## src/rtl/cuvd_pkg.sv

```systemverilog
// Shared types and constants for the cell undervoltage debounce block.
// No dependencies; cuvd_eval.sv and the top level refer to it by scoped names.
package cuvd_pkg;

  // Per-entry debounce flag.
  typedef enum logic [1:0] {
    FLAG_IDLE      = 2'd0,
    FLAG_SETTING   = 2'd1,
    FLAG_SET       = 2'd2,
    FLAG_RELEASING = 2'd3
  } flag_e;

  // Event code carried in the result word.
  typedef enum logic [1:0] {
    EV_NONE    = 2'd0,
    EV_SET     = 2'd1,
    EV_RELEASE = 2'd2
  } event_kind_e;

  // Configuration register indexes.
  localparam logic [1:0] CFG_CELL_COUNT = 2'd0;
  localparam logic [1:0] CFG_LEVEL0     = 2'd1;
  localparam logic [1:0] CFG_LEVEL1     = 2'd2;
  localparam logic [1:0] CFG_LEVEL2     = 2'd3;

  localparam int unsigned CfgDataW     = 48;
  localparam int unsigned CellCountW   = 5;
  localparam int unsigned CellCountRst = 16;
  localparam int unsigned NumLevelRegs = 3;

  // Thresholds and debounce times of one protection level.
  typedef struct packed {
    logic [7:0]  rel_time;
    logic [15:0] rel_mv;
    logic [7:0]  set_time;
    logic [15:0] set_mv;
  } level_params_t;

  // State kept for one (level, cell) pair.
  typedef struct packed {
    flag_e      flag;
    logic [7:0] set_cnt;
    logic [7:0] rel_cnt;
  } entry_t;

  localparam int unsigned EntryW = $bits(entry_t);

endpackage

```

## src/rtl/cuvd_if.sv

```systemverilog
// Valid/ready channel interfaces for sample words and result words.
// Depends on nothing but the port widths of the block.
interface cuvd_in_if;
  logic        valid;
  logic        ready;
  logic [1:0]  prot_level;
  logic [15:0] cell_voltage;

  modport source (output valid, output prot_level, output cell_voltage, input ready);
  modport sink   (input valid, input prot_level, input cell_voltage, output ready);
endinterface

interface cuvd_out_if;
  logic       valid;
  logic       ready;
  logic [1:0] event_kind;
  logic [1:0] event_level;
  logic [3:0] event_cell;
  logic       sweep_done;

  modport source (output valid, output event_kind, output event_level,
                  output event_cell, output sweep_done, input ready);
  modport sink   (input valid, input event_kind, input event_level,
                  input event_cell, input sweep_done, output ready);
endinterface

```

## src/rtl/cuvd_ram.sv

```systemverilog
// Generic single-write, single-read RAM with a registered read port.
// No dependencies.
module cuvd_ram #(
  parameter int unsigned WIDTH = 18,
  parameter int unsigned DEPTH = 48
) (
  input  logic                                   clk_i,
  input  logic                                   we_i,
  input  logic [(DEPTH > 1 ? $clog2(DEPTH) : 1)-1:0] waddr_i,
  input  logic [WIDTH-1:0]                       wdata_i,
  input  logic                                   re_i,
  input  logic [(DEPTH > 1 ? $clog2(DEPTH) : 1)-1:0] raddr_i,
  output logic [WIDTH-1:0]                       rdata_o
);

  logic [WIDTH-1:0] mem_q [DEPTH];
  logic [WIDTH-1:0] rdata_q;

  // Write port.
  always_ff @(posedge clk_i) begin
    if (we_i) begin
      mem_q[waddr_i] <= wdata_i;
    end
  end

  // Read port; a read at the address being written returns the old word.
  always_ff @(posedge clk_i) begin
    if (re_i) begin
      rdata_q <= mem_q[raddr_i];
    end
  end

  assign rdata_o = rdata_q;

endmodule

```

## src/rtl/cuvd_eval.sv

```systemverilog
// Debounce update for one (level, cell) entry: set and release checks.
// Depends on cuvd_pkg for the entry, parameter and event types.
module cuvd_eval (
  input  cuvd_pkg::entry_t        cur_i,
  input  cuvd_pkg::level_params_t params_i,
  input  logic [15:0]             voltage_i,
  output cuvd_pkg::entry_t        next_o,
  output cuvd_pkg::event_kind_e   kind_o
);

  cuvd_pkg::flag_e       flag;
  logic [7:0]            set_cnt;
  logic [7:0]            rel_cnt;
  cuvd_pkg::event_kind_e kind;

  // The set check runs first; its result feeds the release check of the same word.
  always_comb begin
    flag    = cur_i.flag;
    set_cnt = cur_i.set_cnt;
    rel_cnt = cur_i.rel_cnt;
    kind    = cuvd_pkg::EV_NONE;

    if ((voltage_i < params_i.set_mv) && (params_i.set_time != 8'd0)) begin
      if (flag == cuvd_pkg::FLAG_IDLE) begin
        flag    = cuvd_pkg::FLAG_SETTING;
        set_cnt = 8'd1;
      end else if (flag == cuvd_pkg::FLAG_SETTING) begin
        set_cnt = set_cnt + 8'd1;
        if (set_cnt >= params_i.set_time) begin
          kind    = cuvd_pkg::EV_SET;
          flag    = cuvd_pkg::FLAG_SET;
          set_cnt = 8'd0;
        end
      end
    end else if (flag == cuvd_pkg::FLAG_SETTING) begin
      flag = cuvd_pkg::FLAG_IDLE;
    end

    if ((voltage_i > params_i.rel_mv) && (params_i.rel_time != 8'd0)) begin
      if (flag == cuvd_pkg::FLAG_SET) begin
        flag    = cuvd_pkg::FLAG_RELEASING;
        rel_cnt = 8'd1;
      end else if (flag == cuvd_pkg::FLAG_RELEASING) begin
        rel_cnt = rel_cnt + 8'd1;
        if (rel_cnt >= params_i.rel_time) begin
          flag    = cuvd_pkg::FLAG_IDLE;
          rel_cnt = 8'd0;
          kind    = cuvd_pkg::EV_RELEASE;
        end
      end
    end else if (flag == cuvd_pkg::FLAG_RELEASING) begin
      flag = cuvd_pkg::FLAG_SET;
    end
  end

  assign next_o.flag    = flag;
  assign next_o.set_cnt = set_cnt;
  assign next_o.rel_cnt = rel_cnt;
  assign kind_o         = kind;

endmodule

```

## src/rtl/cell_undervoltage_debounce.sv

```systemverilog
// Cell undervoltage debounce: top level with cursor, config, state RAM and output register.
// A word accepted passes through the stage 1 registers and then the output register.
// Throughput: one word per cycle unless the output stalls; the state RAM is read at accept
// and written as the word leaves stage 1; a one-entry forward covers back-to-back hits.
// Reset: all flags idle and counters zero through per-entry valid bits,
// cursor 0, cell count 16, level parameters 0; no clearing pass.
module cell_undervoltage_debounce #(
  parameter int unsigned MAX_CELLS  = 16,
  parameter int unsigned NUM_LEVELS = 3
) (
  input  logic                              clk_i,
  input  logic                              rst_ni,
  cuvd_in_if.sink                           in_ch,
  cuvd_out_if.source                        out_ch,
  input  logic                              cfg_we_i,
  input  logic [1:0]                        cfg_idx_i,
  input  logic [cuvd_pkg::CfgDataW-1:0]     cfg_data_i
);

  localparam int unsigned Depth = MAX_CELLS * NUM_LEVELS;
  localparam int unsigned AddrW = (Depth > 1) ? $clog2(Depth) : 1;
  localparam int unsigned CurW  = (MAX_CELLS > 1) ? $clog2(MAX_CELLS) : 1;
  localparam int unsigned CntW  = ($clog2(MAX_CELLS + 1) > cuvd_pkg::CellCountW) ?
                                  $clog2(MAX_CELLS + 1) : cuvd_pkg::CellCountW;

  // Configuration registers.
  logic [cuvd_pkg::CellCountW-1:0] cell_count_q;
  cuvd_pkg::level_params_t         lvl_params_q [cuvd_pkg::NumLevelRegs];

  always_ff @(posedge clk_i or negedge rst_ni) begin
    if (!rst_ni) begin
      cell_count_q <= cuvd_pkg::CellCountW'(cuvd_pkg::CellCountRst);
      for (int i = 0; i < int'(cuvd_pkg::NumLevelRegs); i++) begin
        lvl_params_q[i] <= '0;
      end
    end else if (cfg_we_i) begin
      unique case (cfg_idx_i)
        cuvd_pkg::CFG_CELL_COUNT: cell_count_q <= cfg_data_i[cuvd_pkg::CellCountW-1:0];
        cuvd_pkg::CFG_LEVEL0:     lvl_params_q[0] <= cfg_data_i;
        cuvd_pkg::CFG_LEVEL1:     lvl_params_q[1] <= cfg_data_i;
        cuvd_pkg::CFG_LEVEL2:     lvl_params_q[2] <= cfg_data_i;
        default:                  cell_count_q <= cell_count_q;
      endcase
    end
  end

  // Handshake and stage control.
  logic in_acc;
  logic s1_valid_q;
  logic s1_adv;
  logic out_valid_q;

  assign s1_adv      = s1_valid_q && (!out_valid_q || out_ch.ready);
  assign in_ch.ready = !s1_valid_q || s1_adv;
  assign in_acc      = in_ch.valid && in_ch.ready;

  // Cell cursor: the effective count is clamped to 1..MAX_CELLS.
  logic [CurW-1:0] cursor_q;
  logic [CurW-1:0] cursor_d;
  logic [CntW-1:0] cnt_raw;
  logic [CntW-1:0] cnt_eff;
  logic [CntW-1:0] cursor_inc;
  logic            wrap;

  assign cnt_raw    = CntW'(cell_count_q);
  assign cnt_eff    = (cnt_raw == '0) ? CntW'(1) :
                      ((cnt_raw > CntW'(MAX_CELLS)) ? CntW'(MAX_CELLS) : cnt_raw);
  assign cursor_inc = CntW'(cursor_q) + CntW'(1);
  assign wrap       = (cursor_inc >= cnt_eff);
  assign cursor_d   = wrap ? '0 : CurW'(cursor_inc);

  always_ff @(posedge clk_i or negedge rst_ni) begin
    if (!rst_ni) begin
      cursor_q <= '0;
    end else if (in_acc) begin
      cursor_q <= cursor_d;
    end
  end

  // Entry address of the incoming word.
  logic             in_lvl_ok;
  logic [AddrW-1:0] in_addr;

  assign in_lvl_ok = (int'(in_ch.prot_level) < int'(NUM_LEVELS));
  assign in_addr   = AddrW'(int'(in_ch.prot_level) * int'(MAX_CELLS) + int'(cursor_q));

  // Stage 1 registers: the word under evaluation.
  logic             s1_lvl_ok_q;
  logic [1:0]       s1_level_q;
  logic [15:0]      s1_voltage_q;
  logic [CurW-1:0]  s1_cell_q;
  logic             s1_done_q;
  logic [AddrW-1:0] s1_addr_q;
  logic             byp_q;
  logic             byp_d;
  cuvd_pkg::entry_t fwd_q;

  logic             s1_we;
  cuvd_pkg::entry_t s1_next;

  assign s1_we = s1_adv && s1_lvl_ok_q;
  assign byp_d = s1_we && (s1_addr_q == in_addr);

  always_ff @(posedge clk_i or negedge rst_ni) begin
    if (!rst_ni) begin
      s1_valid_q <= 1'b0;
      byp_q      <= 1'b0;
    end else if (in_acc) begin
      s1_valid_q <= 1'b1;
      byp_q      <= byp_d;
    end else if (s1_adv) begin
      s1_valid_q <= 1'b0;
    end
  end

  always_ff @(posedge clk_i) begin
    if (in_acc) begin
      s1_lvl_ok_q  <= in_lvl_ok;
      s1_level_q   <= in_ch.prot_level;
      s1_voltage_q <= in_ch.cell_voltage;
      s1_cell_q    <= cursor_q;
      s1_done_q    <= wrap;
      s1_addr_q    <= in_addr;
      fwd_q        <= s1_next;
    end
  end

  // State RAM and per-entry valid bits standing in for the reset value.
  logic [Depth-1:0]           valid_q;
  logic [cuvd_pkg::EntryW-1:0] ram_rdata;

  always_ff @(posedge clk_i or negedge rst_ni) begin
    if (!rst_ni) begin
      valid_q <= '0;
    end else if (s1_we) begin
      valid_q[s1_addr_q] <= 1'b1;
    end
  end

  cuvd_ram #(
    .WIDTH (cuvd_pkg::EntryW),
    .DEPTH (Depth)
  ) u_state_ram (
    .clk_i   (clk_i),
    .we_i    (s1_we),
    .waddr_i (s1_addr_q),
    .wdata_i (s1_next),
    .re_i    (in_acc),
    .raddr_i (in_addr),
    .rdata_o (ram_rdata)
  );

  // Current entry: forwarded word, stored word, or the reset value.
  cuvd_pkg::entry_t        s1_cur;
  cuvd_pkg::level_params_t s1_params;
  cuvd_pkg::event_kind_e   s1_kind;

  always_comb begin
    if (byp_q) begin
      s1_cur = fwd_q;
    end else if (valid_q[s1_addr_q]) begin
      s1_cur = cuvd_pkg::entry_t'(ram_rdata);
    end else begin
      s1_cur = '0;
    end
  end

  assign s1_params = lvl_params_q[s1_lvl_ok_q ? s1_level_q : 2'd0];

  cuvd_eval u_eval (
    .cur_i     (s1_cur),
    .params_i  (s1_params),
    .voltage_i (s1_voltage_q),
    .next_o    (s1_next),
    .kind_o    (s1_kind)
  );

  // Output register.
  logic [1:0] out_kind_q;
  logic [1:0] out_level_q;
  logic [3:0] out_cell_q;
  logic       out_done_q;

  always_ff @(posedge clk_i or negedge rst_ni) begin
    if (!rst_ni) begin
      out_valid_q <= 1'b0;
    end else if (s1_adv) begin
      out_valid_q <= 1'b1;
    end else if (out_ch.ready) begin
      out_valid_q <= 1'b0;
    end
  end

  always_ff @(posedge clk_i) begin
    if (s1_adv) begin
      out_kind_q  <= s1_lvl_ok_q ? s1_kind : cuvd_pkg::EV_NONE;
      out_level_q <= s1_level_q;
      out_cell_q  <= 4'(s1_cell_q);
      out_done_q  <= s1_done_q;
    end
  end

  assign out_ch.valid       = out_valid_q;
  assign out_ch.event_kind  = out_kind_q;
  assign out_ch.event_level = out_level_q;
  assign out_ch.event_cell  = out_cell_q;
  assign out_ch.sweep_done  = out_done_q;

  // The cursor never leaves the range 0..MAX_CELLS-1.
  a_cursor_range: assert property (@(posedge clk_i) disable iff (!rst_ni)
    int'(cursor_q) < int'(MAX_CELLS))
    else $error("cell cursor out of range");

  // An event is only reported for a protection level that exists.
  a_event_level: assert property (@(posedge clk_i) disable iff (!rst_ni)
    (out_valid_q && (out_kind_q != cuvd_pkg::EV_NONE)) |->
      (int'(out_level_q) < int'(NUM_LEVELS)))
    else $error("event on an unused protection level");

  // Forwarding is armed only by a state write at the accept edge.
  a_bypass_src: assert property (@(posedge clk_i) disable iff (!rst_ni)
    $past(in_acc) && byp_q |-> $past(s1_we))
    else $error("forward path armed without a state write");

endmodule
```

## src/flat_wrapper.sv

```systemverilog
// flat-port wrapper written by rule: the top's interface ports become plain ports
module cell_undervoltage_debounce_flat 
#(
  parameter int unsigned MAX_CELLS  = 16,
  parameter int unsigned NUM_LEVELS = 3
)
  (clk_i, rst_ni, cfg_we_i, cfg_idx_i, cfg_data_i, in_ch_valid, in_ch_prot_level, in_ch_cell_voltage, in_ch_ready, out_ch_valid, out_ch_event_kind, out_ch_event_level, out_ch_event_cell, out_ch_sweep_done, out_ch_ready);
  cuvd_in_if in_ch_i ();
  cuvd_out_if out_ch_i ();
  input  logic clk_i;
  input  logic rst_ni;
  input  logic cfg_we_i;
  input  logic [1:0] cfg_idx_i;
  input  logic [cuvd_pkg::CfgDataW-1:0] cfg_data_i;
  input wire logic [$bits(in_ch_i.valid)-1:0] in_ch_valid;
  input wire logic [$bits(in_ch_i.prot_level)-1:0] in_ch_prot_level;
  input wire logic [$bits(in_ch_i.cell_voltage)-1:0] in_ch_cell_voltage;
  output wire logic [$bits(in_ch_i.ready)-1:0] in_ch_ready;
  output wire logic [$bits(out_ch_i.valid)-1:0] out_ch_valid;
  output wire logic [$bits(out_ch_i.event_kind)-1:0] out_ch_event_kind;
  output wire logic [$bits(out_ch_i.event_level)-1:0] out_ch_event_level;
  output wire logic [$bits(out_ch_i.event_cell)-1:0] out_ch_event_cell;
  output wire logic [$bits(out_ch_i.sweep_done)-1:0] out_ch_sweep_done;
  input wire logic [$bits(out_ch_i.ready)-1:0] out_ch_ready;
  assign in_ch_i.valid = in_ch_valid;
  assign in_ch_i.prot_level = in_ch_prot_level;
  assign in_ch_i.cell_voltage = in_ch_cell_voltage;
  assign in_ch_ready = in_ch_i.ready;
  assign out_ch_valid = out_ch_i.valid;
  assign out_ch_event_kind = out_ch_i.event_kind;
  assign out_ch_event_level = out_ch_i.event_level;
  assign out_ch_event_cell = out_ch_i.event_cell;
  assign out_ch_sweep_done = out_ch_i.sweep_done;
  assign out_ch_i.ready = out_ch_ready;
  cell_undervoltage_debounce #(.MAX_CELLS(MAX_CELLS), .NUM_LEVELS(NUM_LEVELS)) u_core (.clk_i(clk_i), .rst_ni(rst_ni), .in_ch(in_ch_i), .out_ch(out_ch_i), .cfg_we_i(cfg_we_i), .cfg_idx_i(cfg_idx_i), .cfg_data_i(cfg_data_i));
endmodule
```

## config.mk

```make
export PLATFORM = sky130hd
export DESIGN_NAME = cell_undervoltage_debounce_flat
export DESIGN_NICKNAME = d
export VERILOG_FILES = /design/src/rtl/cuvd_pkg.sv /design/src/rtl/cuvd_if.sv /design/src/rtl/cuvd_ram.sv /design/src/rtl/cuvd_eval.sv /design/src/rtl/cell_undervoltage_debounce.sv /design/src/flat_wrapper.sv
export SDC_FILE = /design/constraint.sdc
export NUM_CORES = 1
export LEC_CHECK = 0
export ABC_AREA = 1
export BUFFER_PORTS_ARGS = -buffer_cell sky130_fd_sc_hd__buf_2
export CORE_UTILIZATION = 49
export CTS_BUF_LIST = sky130_fd_sc_hd__clkbuf_2
export DETAILED_ROUTE_END_ITERATION = 6
export PLACE_DENSITY = 0.68
export SLEW_MARGIN = 15
export SYNTH_ARGS = -nofsm -noshare
export SYNTH_HDL_FRONTEND = slang
export SYNTH_SLANG_ARGS = --single-unit
```

## constraint.sdc

```tcl
create_clock -name clk_i -period 6.2 [get_ports clk_i]
set_input_delay 1.24 -clock clk_i [delete_from_list [all_inputs] [get_ports clk_i]]
set_output_delay 1.24 -clock clk_i [all_outputs]
set_load 0.005 [all_outputs]
```

==> insert_results.sql, run 1 <==
INSERT INTO impl_metrics (metric_group, metric, value, unit) VALUES
('timing', 'hold_violation_count_in_the_final_report', '0', ''),
('synth', 'yosysTopAreaCellShare', '0.595', ''),
('synth', 'predominant_post_synthesis_flop_cell', 'edfxtp_1', ''),
('route', 'antenna_left', '0', ''),
('timing', 'worst-slew-pin-transition', '1.19', 'ns'),
('die', 'i_o_pins', '84', ''),
('global_routing', 'grt_pass1_vias', '32400', ''),
('placed_design', 'place_worst_setup_slack', '0.976', 'ns'),
('worst_setup_path', 'slowest_stage', 'edfxtp_1', ''),
('global_routing', 'grt_usage', '0.270', ''),
('worst_setup_path', 'critical_path.max_fanout', '49', ''),
('clocking', 'cts_max_level', '5', ''),
('die', 'die_extent_in_x', '312', 'microns'),
('placed_design', 'post-dp-hpwl', '70.8', 'mm'),
('timing', 'final.setup_skew', '0.213', 'ns'),
('worst_setup_path', 'worst_ep_required_time', '7.13', 'ns'),
('worst_setup_path', 'path_class', 'reg2reg', ''),
('global_routing', 'grt_pass1_wl', '198', 'mm'),
('worst_setup_path', 'setup.reg_to_reg.worst_slack', '0.83', 'ns'),
('clocking', 'clock_insertion_delay_worst_skew', '1.56', 'ns'),
('timing', 'layout_worst_path_cycle_share', '0.866', ''),
('clocking', 'maximum_number_of_buffers_from_clock_root_to_sink', '4', ''),
('timing', 'finalHoldWorstSlack', '0.126', 'ns'),
('placed_design', 'placed_instances', '5120', ''),
('synth', 'syn_avg_cell_area', '11.9', 'sq um'),
('cells_and_area', 'final_cell_count_no_fill', '5657', ''),
('route', 'totalWireLength', '132', 'mm'),
('route', 'detailedRoute.firstPassIterationCount', '6', ''),
('synth', 'yosysUniqueCellTypes', '48', ''),
('worst_setup_path', 'worst_ep_arrival_time', '6.30', 'ns'),
('synth', 'synth.cell_area', '47100', 'sq um'),
('clocking', 'cts_post_setup_buffers_inserted', '0', ''),
('clocking', 'clock_sink_count', '1137', ''),
('cells_and_area', 'area_growth_syn_to_layout', '10.5', '%'),
('worst_setup_path', 'wp_buf_inv', '2', ''),
('route', 'post_drt_via_cell_ratio', '5.91', ''),
('placed_design', 'port_buffers', '83', ''),
('synth', 'synth-seq-cells', '1137', ''),
('worst_setup_path', 'reg2reg_from', 'u_core.s1_addr_q[0]', ''),
('worst_setup_path', 'critical-path-max-stage-delay', '0.73', 'ns'),
('die', 'fp.dieH', '312', 'microns'),
('global_routing', 'grt-ovfl-total', '0', ''),
('global_routing', 'grt_antenna_before_repair', '3', ''),
('run', 'maxCapViolations', '0', ''),
('cells_and_area', 'layout.cell_area.non_filler', '52000', 'sq um'),
('power_and_ir_drop', 'power.density_cell_area', '405', 'nW/um^2'),
('worst_setup_path', 'worst-r2r-cell-count', '26', ''),
('global_routing', 'pin_count_of_the_biggest_net_entering_global_routing', '165', ''),
('synth', 'yosys_warnings', '0', ''),
('worst_setup_path', 'worstSetupStartpointType', 'flip-flop', ''),
('outcome', 'run_status', 'finished clean', ''),
('clocking', 'tritoncts.num_buffers', '302', ''),
('synth', 'largest_cells_by_area_after_synthesis', 'edfxtp_1, dfrtp_1, o21ai_0', ''),
('placed_design', 'gp_routability_congestion', '0.903', ''),
('synth', 'mappedNetlistNets', '4097', ''),
('cells_and_area', 'design.final.nets', '4322', ''),
('timing', 'setup_total_negative_slack', '0', 'ns'),
('min_path', 'worstHoldPathType', 'in2reg', ''),
('clocking', 'cts.repair.resized', '0', ''),
('placed_design', 'detailed_place.area', '49100', 'sq um'),
('timing', 'timing.max_slew.rel_slack', '0.208', ''),
('timing', 'slew_viol_final', '0', ''),
('clocking', 'cts.reportedPaths.clkPinSlew', '0.11', 'ns'),
('synth', 'synthCells', '3969', ''),
('die', 'num_rows', '113', ''),
('clocking', 'cts-root-buf', 'clkbuf_2', ''),
('route', 'route.vias.total', '33400', ''),
('route', 'detail_route.wl_per_cell', '23.3', 'microns'),
('route', 'drtIter0Drc', '3865', ''),
('timing', 'finalWorstSetupSlack', '0.828', 'ns'),
('synth', 'synth_edf_count', '933', '');
[worst min-delay path by stage]
stage,endpoint,depth (start not counted)
2_1_floorplan,u_core.out_ch.sweep_done,0
3_3_place_gp,u_core.out_ch.sweep_done,0
3_5_place_dp,u_core.out_ch.sweep_done,0
4_1_cts,u_core.lvl_params_q[67],3
5_1_grt,u_core.lvl_params_q[42],3
6_report,u_core.lvl_params_q[67],3
[tightest hold or removal path: cells and delay by family]
kind            cells  cell delay [ns]
compound gates      1             0.15
buf+inv             2             0.14
[cells in the mapped netlist, types with 44 or more instances]
cell type	instances
a21oi_1	44
clkbuf_1	224
o221ai_1	181
dfrtp_1	203
edfxtp_1	933
ha_1	55
a31oi_1	44
inv_1	156
nor3_1	48
nand2_1	458
nand3_1	132
nor2_1	608
o21ai_0	639
[kinds of logic after synthesis]
| family | after synthesis | synth area share |
|---|---|---|
| AO/OA/AOI/OAI | 1029 | 0.130 |
| AND/OR/NAND/NOR | 1308 | 0.114 |
| adder cells (fa/ha/maj) | 55 | 0.0146 |
| buffers and inverters | 431 | 0.0366 |
| flip-flops | 1137 | 0.703 |
| XOR/XNOR | 9 | 0.00167 |
[layout by cell type, fill, tap and decap left out, types with 48 or more instances in the layout]
cell type | netlist | final
buf_2 | 9 | 82
edfxtp_1 | 933 | 933
o221ai_1 | 181 | 181
buf_4 | 10 | 55
nor2_1 | 608 | 560
nand2_1 | 458 | 448
dfrtp_1 | 203 | 199
o21ai_0 | 639 | 637
clkbuf_2 | 0 | 417
nor3_1 | 48 | 48
nand3_1 | 132 | 129
inv_1 | 156 | 153
ha_1 | 55 | 55
clkinv_1 | 3 | 61
[flip-flops by register name, indices dropped and copies added (netlist names), 2 cells and up]
| signal | cells |
|---|---|
| u_core.u_state_ram.mem_q | 864 |
| u_core.lvl_params_q | 144 |
| u_core.valid_q | 48 |
| u_core.fwd_q | 18 |
| u_core.u_state_ram.rdata_o | 18 |
| u_core.s1_voltage_q | 16 |
| u_core.s1_addr_q | 6 |
| u_core.cell_count_q | 5 |
| u_core.cursor_q | 4 |
| u_core.out_ch.event_cell | 4 |
| u_core.out_ch.event_kind | 2 |
| u_core.out_ch.event_level | 2 |
[metal layers]
layer,global-route usage,part of all wire
met5,0,0.000098
met4,0.114,0.036
met3,0.0507,0.095
met2,0.415,0.46
met1,0.379,0.41
[area by class of cell]
| type | count | area, sq um |
|---|---|---|
| antenna | 6 | 15.0 |
| clock buffer | 417 | 2090 |
| clock inverter | 79 | 473 |
| fill | 8020 | 43100 |
| inverter | 171 | 662 |
| multi-input combinational | 2401 | 12700 |
| sequential | 1137 | 33100 |
| tap | 1265 | 1580 |
| timing repair buffer | 181 | 1350 |
[what timing repair did]
action / in CTS / in global routing
hold buffers: 35 / 0
endpoints found under the hold margin: 155 / 0
endpoints found under the setup margin: 0 / 0
[report_power, final]
group / internal (mW) / total (mW) / switching (mW)
Combinational: 1.65 / 6.27 / 4.62
Sequential: 9.47 / 9.78 / 0.316
Clock: 2.05 / 5.03 / 2.99
(Power assumes the default switching activity.)
==> run 2: changes to the inputs <==
--- a/config.mk
+++ b/config.mk
@@ -5,7 +5,6 @@
 export SDC_FILE = /design/constraint.sdc
 export NUM_CORES = 1
 export LEC_CHECK = 0
-export ABC_AREA = 1
 export BUFFER_PORTS_ARGS = -buffer_cell sky130_fd_sc_hd__buf_2
 export CORE_UTILIZATION = 49
 export CTS_BUF_LIST = sky130_fd_sc_hd__clkbuf_2
==> constraint.sdc (replaced) <==
create_clock -name clk_i -period 6.62 [get_ports clk_i]
set_input_delay 1.324 -clock clk_i [delete_from_list [all_inputs] [get_ports clk_i]]
set_output_delay 1.324 -clock clk_i [all_outputs]
set_load 0.005 [all_outputs]
==> run 2 against run 1 <==
Effect of this change: hold slack gained 0.025 ns; fmax decreased by 15%; non-clock buffer count grew 1; highest routed layer unchanged; core utilization is 0.83 points higher; via count down 23%; area after synthesis is 1.2% lower.
==> insert_results.sql, run 2 <==
INSERT INTO impl_metrics (metric_group, metric, value, unit) VALUES
('synth', 'predominant_post_synthesis_flop_cell', 'edfxtp_1', ''),
('timing', 'worst-slew-pin-transition', '1.31', 'ns'),
('min_path', 'timing.hold.worst_path_depth', '2', ''),
('power_and_ir_drop', 'int_pwr', '12.9', 'mW'),
('global_routing', 'pin_count_of_the_biggest_net_entering_global_routing', '108', ''),
('cells_and_area', 'most_frequent_cells_in_the_layout', 'edfxtp_1, clkbuf_2, mux4_2', ''),
('timing', 'timing.max_slew.rel_slack', '0.119', ''),
('die', 'die_extent_in_x', '310', 'microns'),
('timing', 'hold_violation_count_in_the_final_report', '0', ''),
('power_and_ir_drop', 'pwr-share-seq', '0.486', ''),
('cells_and_area', 'max_ffs_per_register', '864', ''),
('synth', 'yosysUniqueCellTypes', '73', ''),
('synth', 'post-synth-top-count-cell', 'edfxtp_1', ''),
('cells_and_area', 'drive_gt1_frac', '0.391', ''),
('synth', 'main_combinational_cell_family_by_area_after_synthesis', 'multiplexers', ''),
('placed_design', 'post-dp-hpwl', '65.5', 'mm'),
('clocking', 'maximum_number_of_buffers_from_clock_root_to_sink', '4', ''),
('timing', 'final.setup_skew', '0.215', 'ns'),
('synth', 'synth-seq-cells', '1137', ''),
('synth', 'synthXorXnorAreaFrac', '0.00376', ''),
('power_and_ir_drop', 'peakVddDrop', '0.000257', 'V'),
('route', 'detailedRoute.firstPassIterationCount', '5', ''),
('timing', 'finalCriticalPeriod', '6.29', 'ns'),
('placed_design', 'gp_routability_congestion', '0.871', ''),
('route', 'route.vias.total', '25700', ''),
('worst_setup_path', 'worst_ep_arrival_time', '7.54', 'ns'),
('synth', 'syn_avg_cell_area', '19.0', 'sq um'),
('worst_setup_path', 'worst_ep_required_time', '7.87', 'ns'),
('timing', 'layout_worst_path_cycle_share', '0.951', ''),
('die', 'i_o_pins', '84', ''),
('synth', 'synth_top_cell_by_area', 'edfxtp_1', ''),
('placed_design', 'placed_instances', '3709', ''),
('route', 'remaining_drc_errors', '0', ''),
('global_routing', 'grt_pass1_wl', '171', 'mm'),
('clocking', 'cts.reportedPaths.clkPinSlew', '0.11', 'ns'),
('synth', 'synthAdderAreaFrac', '0.0148', ''),
('worst_setup_path', 'critical_path.max_fanout', '24', ''),
('synth', 'mappedNetlistNets', '2571', ''),
('synth', 'synth_commonest_cells', 'edfxtp_1, mux4_2, dfrtp_1', ''),
('timing', 'slew_viol_final', '0', ''),
('cells_and_area', 'final_cell_count_no_fill', '4259', ''),
('power_and_ir_drop', 'net-switching-power', '5.75', 'mW'),
('synth', 'synth.cell_area', '46500', 'sq um'),
('synth', 'synth_sequential_area_ratio', '0.712', ''),
('global_routing', 'grt-ovfl-total', '0', ''),
('timing', 'achievable-frequency', '159', 'MHz'),
('synth', 'largest_cells_by_area_after_synthesis', 'edfxtp_1, mux4_2, dfrtp_1', ''),
('outcome', 'run_status', 'finished clean', ''),
('cells_and_area', 'registers_with_the_highest_flip_flop_counts', 'u_core.u_state_ram.mem_q x864, u_core.lvl_params_q x144, u_core.valid_q x48', ''),
('run', 'maxCapViolations', '0', ''),
('die', 'design.die.area', '96200', 'sq um'),
('synth', 'synth-simple-area-share', '0.0434', ''),
('worst_setup_path', 'timing.critical_path.from', 'u_core.s1_addr_q[0]', ''),
('synth', 'yosysTopAreaCellShare', '0.602', ''),
('die', 'num_rows', '112', ''),
('cells_and_area', 'design.final.nets', '2919', ''),
('synth', 'share_of_flip_flops_with_an_asynchronous_set_or_reset_after_synthesis', '0.179', ''),
('worst_setup_path', 'worstSetupStartpointType', 'flip-flop', ''),
('synth', 'synth_compound_area_frac', '0.0357', ''),
('cells_and_area', 'area_growth_syn_to_layout', '11.8', '%'),
('min_path', 'timing.hold.worst.start', 'cfg_data_i[25]', ''),
('global_routing', 'grt_pass1_vias', '26400', ''),
('route', 'detail_route.wl_per_cell', '27.4', 'microns'),
('cells_and_area', 'final_common_cell', 'edfxtp_1', ''),
('route', 'post_drt_via_cell_ratio', '6.03', ''),
('global_routing', 'grt_antenna_before_repair', '9', ''),
('power_and_ir_drop', 'power.density_cell_area', '358', 'nW/um^2'),
('cells_and_area', 'final.fill_count', '7260', ''),
('route', 'drtIter0Drc', '2788', ''),
('synth', 'synth.mux.area_fraction', '0.177', ''),
('clocking', 'clock_insertion_delay_worst_skew', '1.56', 'ns'),
('clocking', 'tritoncts.num_buffers', '296', ''),
('worst_setup_path', 'path_class', 'reg2reg', ''),
('route', 'antenna_left', '0', ''),
('die', 'initial_utilization', '0.496', ''),
('timing', 'setup_viol', '0', ''),
('power_and_ir_drop', 'power.static_leakage', '18.3', 'nW'),
('synth', 'synth_edf_count', '933', ''),
('worst_setup_path', 'worst-r2r-cell-count', '21', ''),
('clocking', 'clock_sink_count', '1137', ''),
('clocking', 'tritoncts', 'done', ''),
('clocking', 'cts_max_level', '5', ''),
('power_and_ir_drop', 'switching_share_of_power', '0.309', ''),
('route', 'totalWireLength', '117', 'mm'),
('synth', 'synthCells', '2443', ''),
('power_and_ir_drop', 'combinational_power_share', '0.259', ''),
('global_routing', 'grt_usage', '0.247', ''),
('die', 'core_area', '93700', 'sq um'),
('worst_setup_path', 'timing.critical_path.to_type', 'flip-flop', ''),
('clocking', 'cts-root-buf', 'clkbuf_2', ''),
('min_path', 'worstHoldPathType', 'in2reg', ''),
('worst_setup_path', 'reg2reg_from', 'u_core.s1_addr_q[0]', ''),
('placed_design', 'port_buffers', '83', ''),
('placed_design', 'place_worst_setup_slack', '0.245', 'ns'),
('die', 'fp.dieH', '310', 'microns'),
('power_and_ir_drop', 'p_clk_frac', '0.255', ''),
('synth', 'yosys_warnings', '0', ''),
('timing', 'finalWorstSetupSlack', '0.326', 'ns'),
('cells_and_area', 'largest_register', 'u_core.u_state_ram.mem_q', '');
## run 2: cell types whose count changed after synthesis, moves of 43 or more
cell,before,now
nor2_1,608,98
clkbuf_1,224,78
inv_1,156,10
nand3_1,132,42
o21ai_0,639,42
mux2_2,0,151
nand2_1,458,81
a31oi_1,44,1
o221ai_1,181,1
mux4_2,0,273
## run 2: repair_timing
| action | in CTS | in global routing |
|---|---|---|
| hold endpoints to repair | 156 | 0 |
| gates resized for setup | 0 | 2 |
| hold buffers | 33 | 0 |
| setup buffers | 0 | 4 |
| endpoints found under the setup margin | 0 | 49 |
## run 2: power by group through the flow
stage,clock [mW],sequential [mW],combinational [mW]
floorplan,0,8.95,3.46
global placement,0,9.18,4.70
detailed placement,0,9.21,4.82
CTS,4.86,9.05,4.84
global route,5.21,9.10,5.15
finish,4.74,9.05,4.82
## run 2: layer usage
layer	track usage	up-vias	wire length, microns
li1	-	10800	-
met1	0.328	13400	46500
met2	0.403	1229	57900
met3	0.0548	201	9450
met4	0.0914	4	2690
met5	0	-	27
## run 2: worst max-delay path: stages (launching register included)
cell	delay [ns]
edfxtp_1	0.76
buf_4	0.37
mux2i_1	0.22
nand2_1	0.09
a31oi_2	0.44
nor3_4	0.15
o31ai_1	0.47
ha_1	0.36
nand4_1	0.11
o21ai_1	0.29
a21boi_1	0.34
xnor2_1	0.11
ha_1	0.31
o21a_1	0.18
nor2_1	0.12
a21o_1	0.21
a21oi_1	0.12
a31oi_4	0.36
nand2_1	0.29
o311ai_4	0.25
buf_12	0.18
buf_4	0.24
## run 2: layout make-up
| class | instances | area [sq um] | share of cell area |
|---|---|---|---|
| clock buffers | 440 | 2200 | 0.0423 |
| clock inverters | 63 | 407 | 0.00781 |
| inverters | 11 | 41.3 | 0.000793 |
| flip-flops and latches | 1137 | 33100 | 0.637 |
| multi-input cells | 1163 | 13300 | 0.256 |
| well taps | 1254 | 1570 | 0.0302 |
| repair buffers | 182 | 1340 | 0.0258 |
| diodes | 9 | 22.5 | 0.000433 |
## run 2: path summary, 6_finish.rpt
path / to / slack, ns
max: u_core.u_state_ram.mem_q[26][7] / 0.33
min: u_core.lvl_params_q[121] / 0.15
max reg2reg: u_core.u_state_ram.mem_q[26][7] / 0.33
min reg2reg: u_core.out_ch.sweep_done / 0.42
max in group asynchronous: u_core.lvl_params_q[29] / 4.78
min in group asynchronous: u_core.valid_q[6] / 0.51
## run 2: logic make-up after synthesis
family / count (synthesis)
flops: 1137
mux: 457
simple gates: 395
compound gates: 235
buf+inv: 144
fa+ha+maj: 55
xor+xnor: 20
## run 2: stage by stage
stage          setup TNS (ns)  hold WS (ns)  instance area, sq um  total power [mW]  utilization
6_report                    0         0.152                 52000              18.6        0.555
5_1_grt              -0.00592        0.0161                 52000              19.5        0.555
4_1_cts                     0      0.000710                 52000              18.8        0.554
3_5_place_dp                0         0.442                 49000              14.0        0.523
3_3_place_gp                0         0.424                 49000              13.9        0.523
2_1_floorplan          -0.250         0.400                 46500              12.4            -
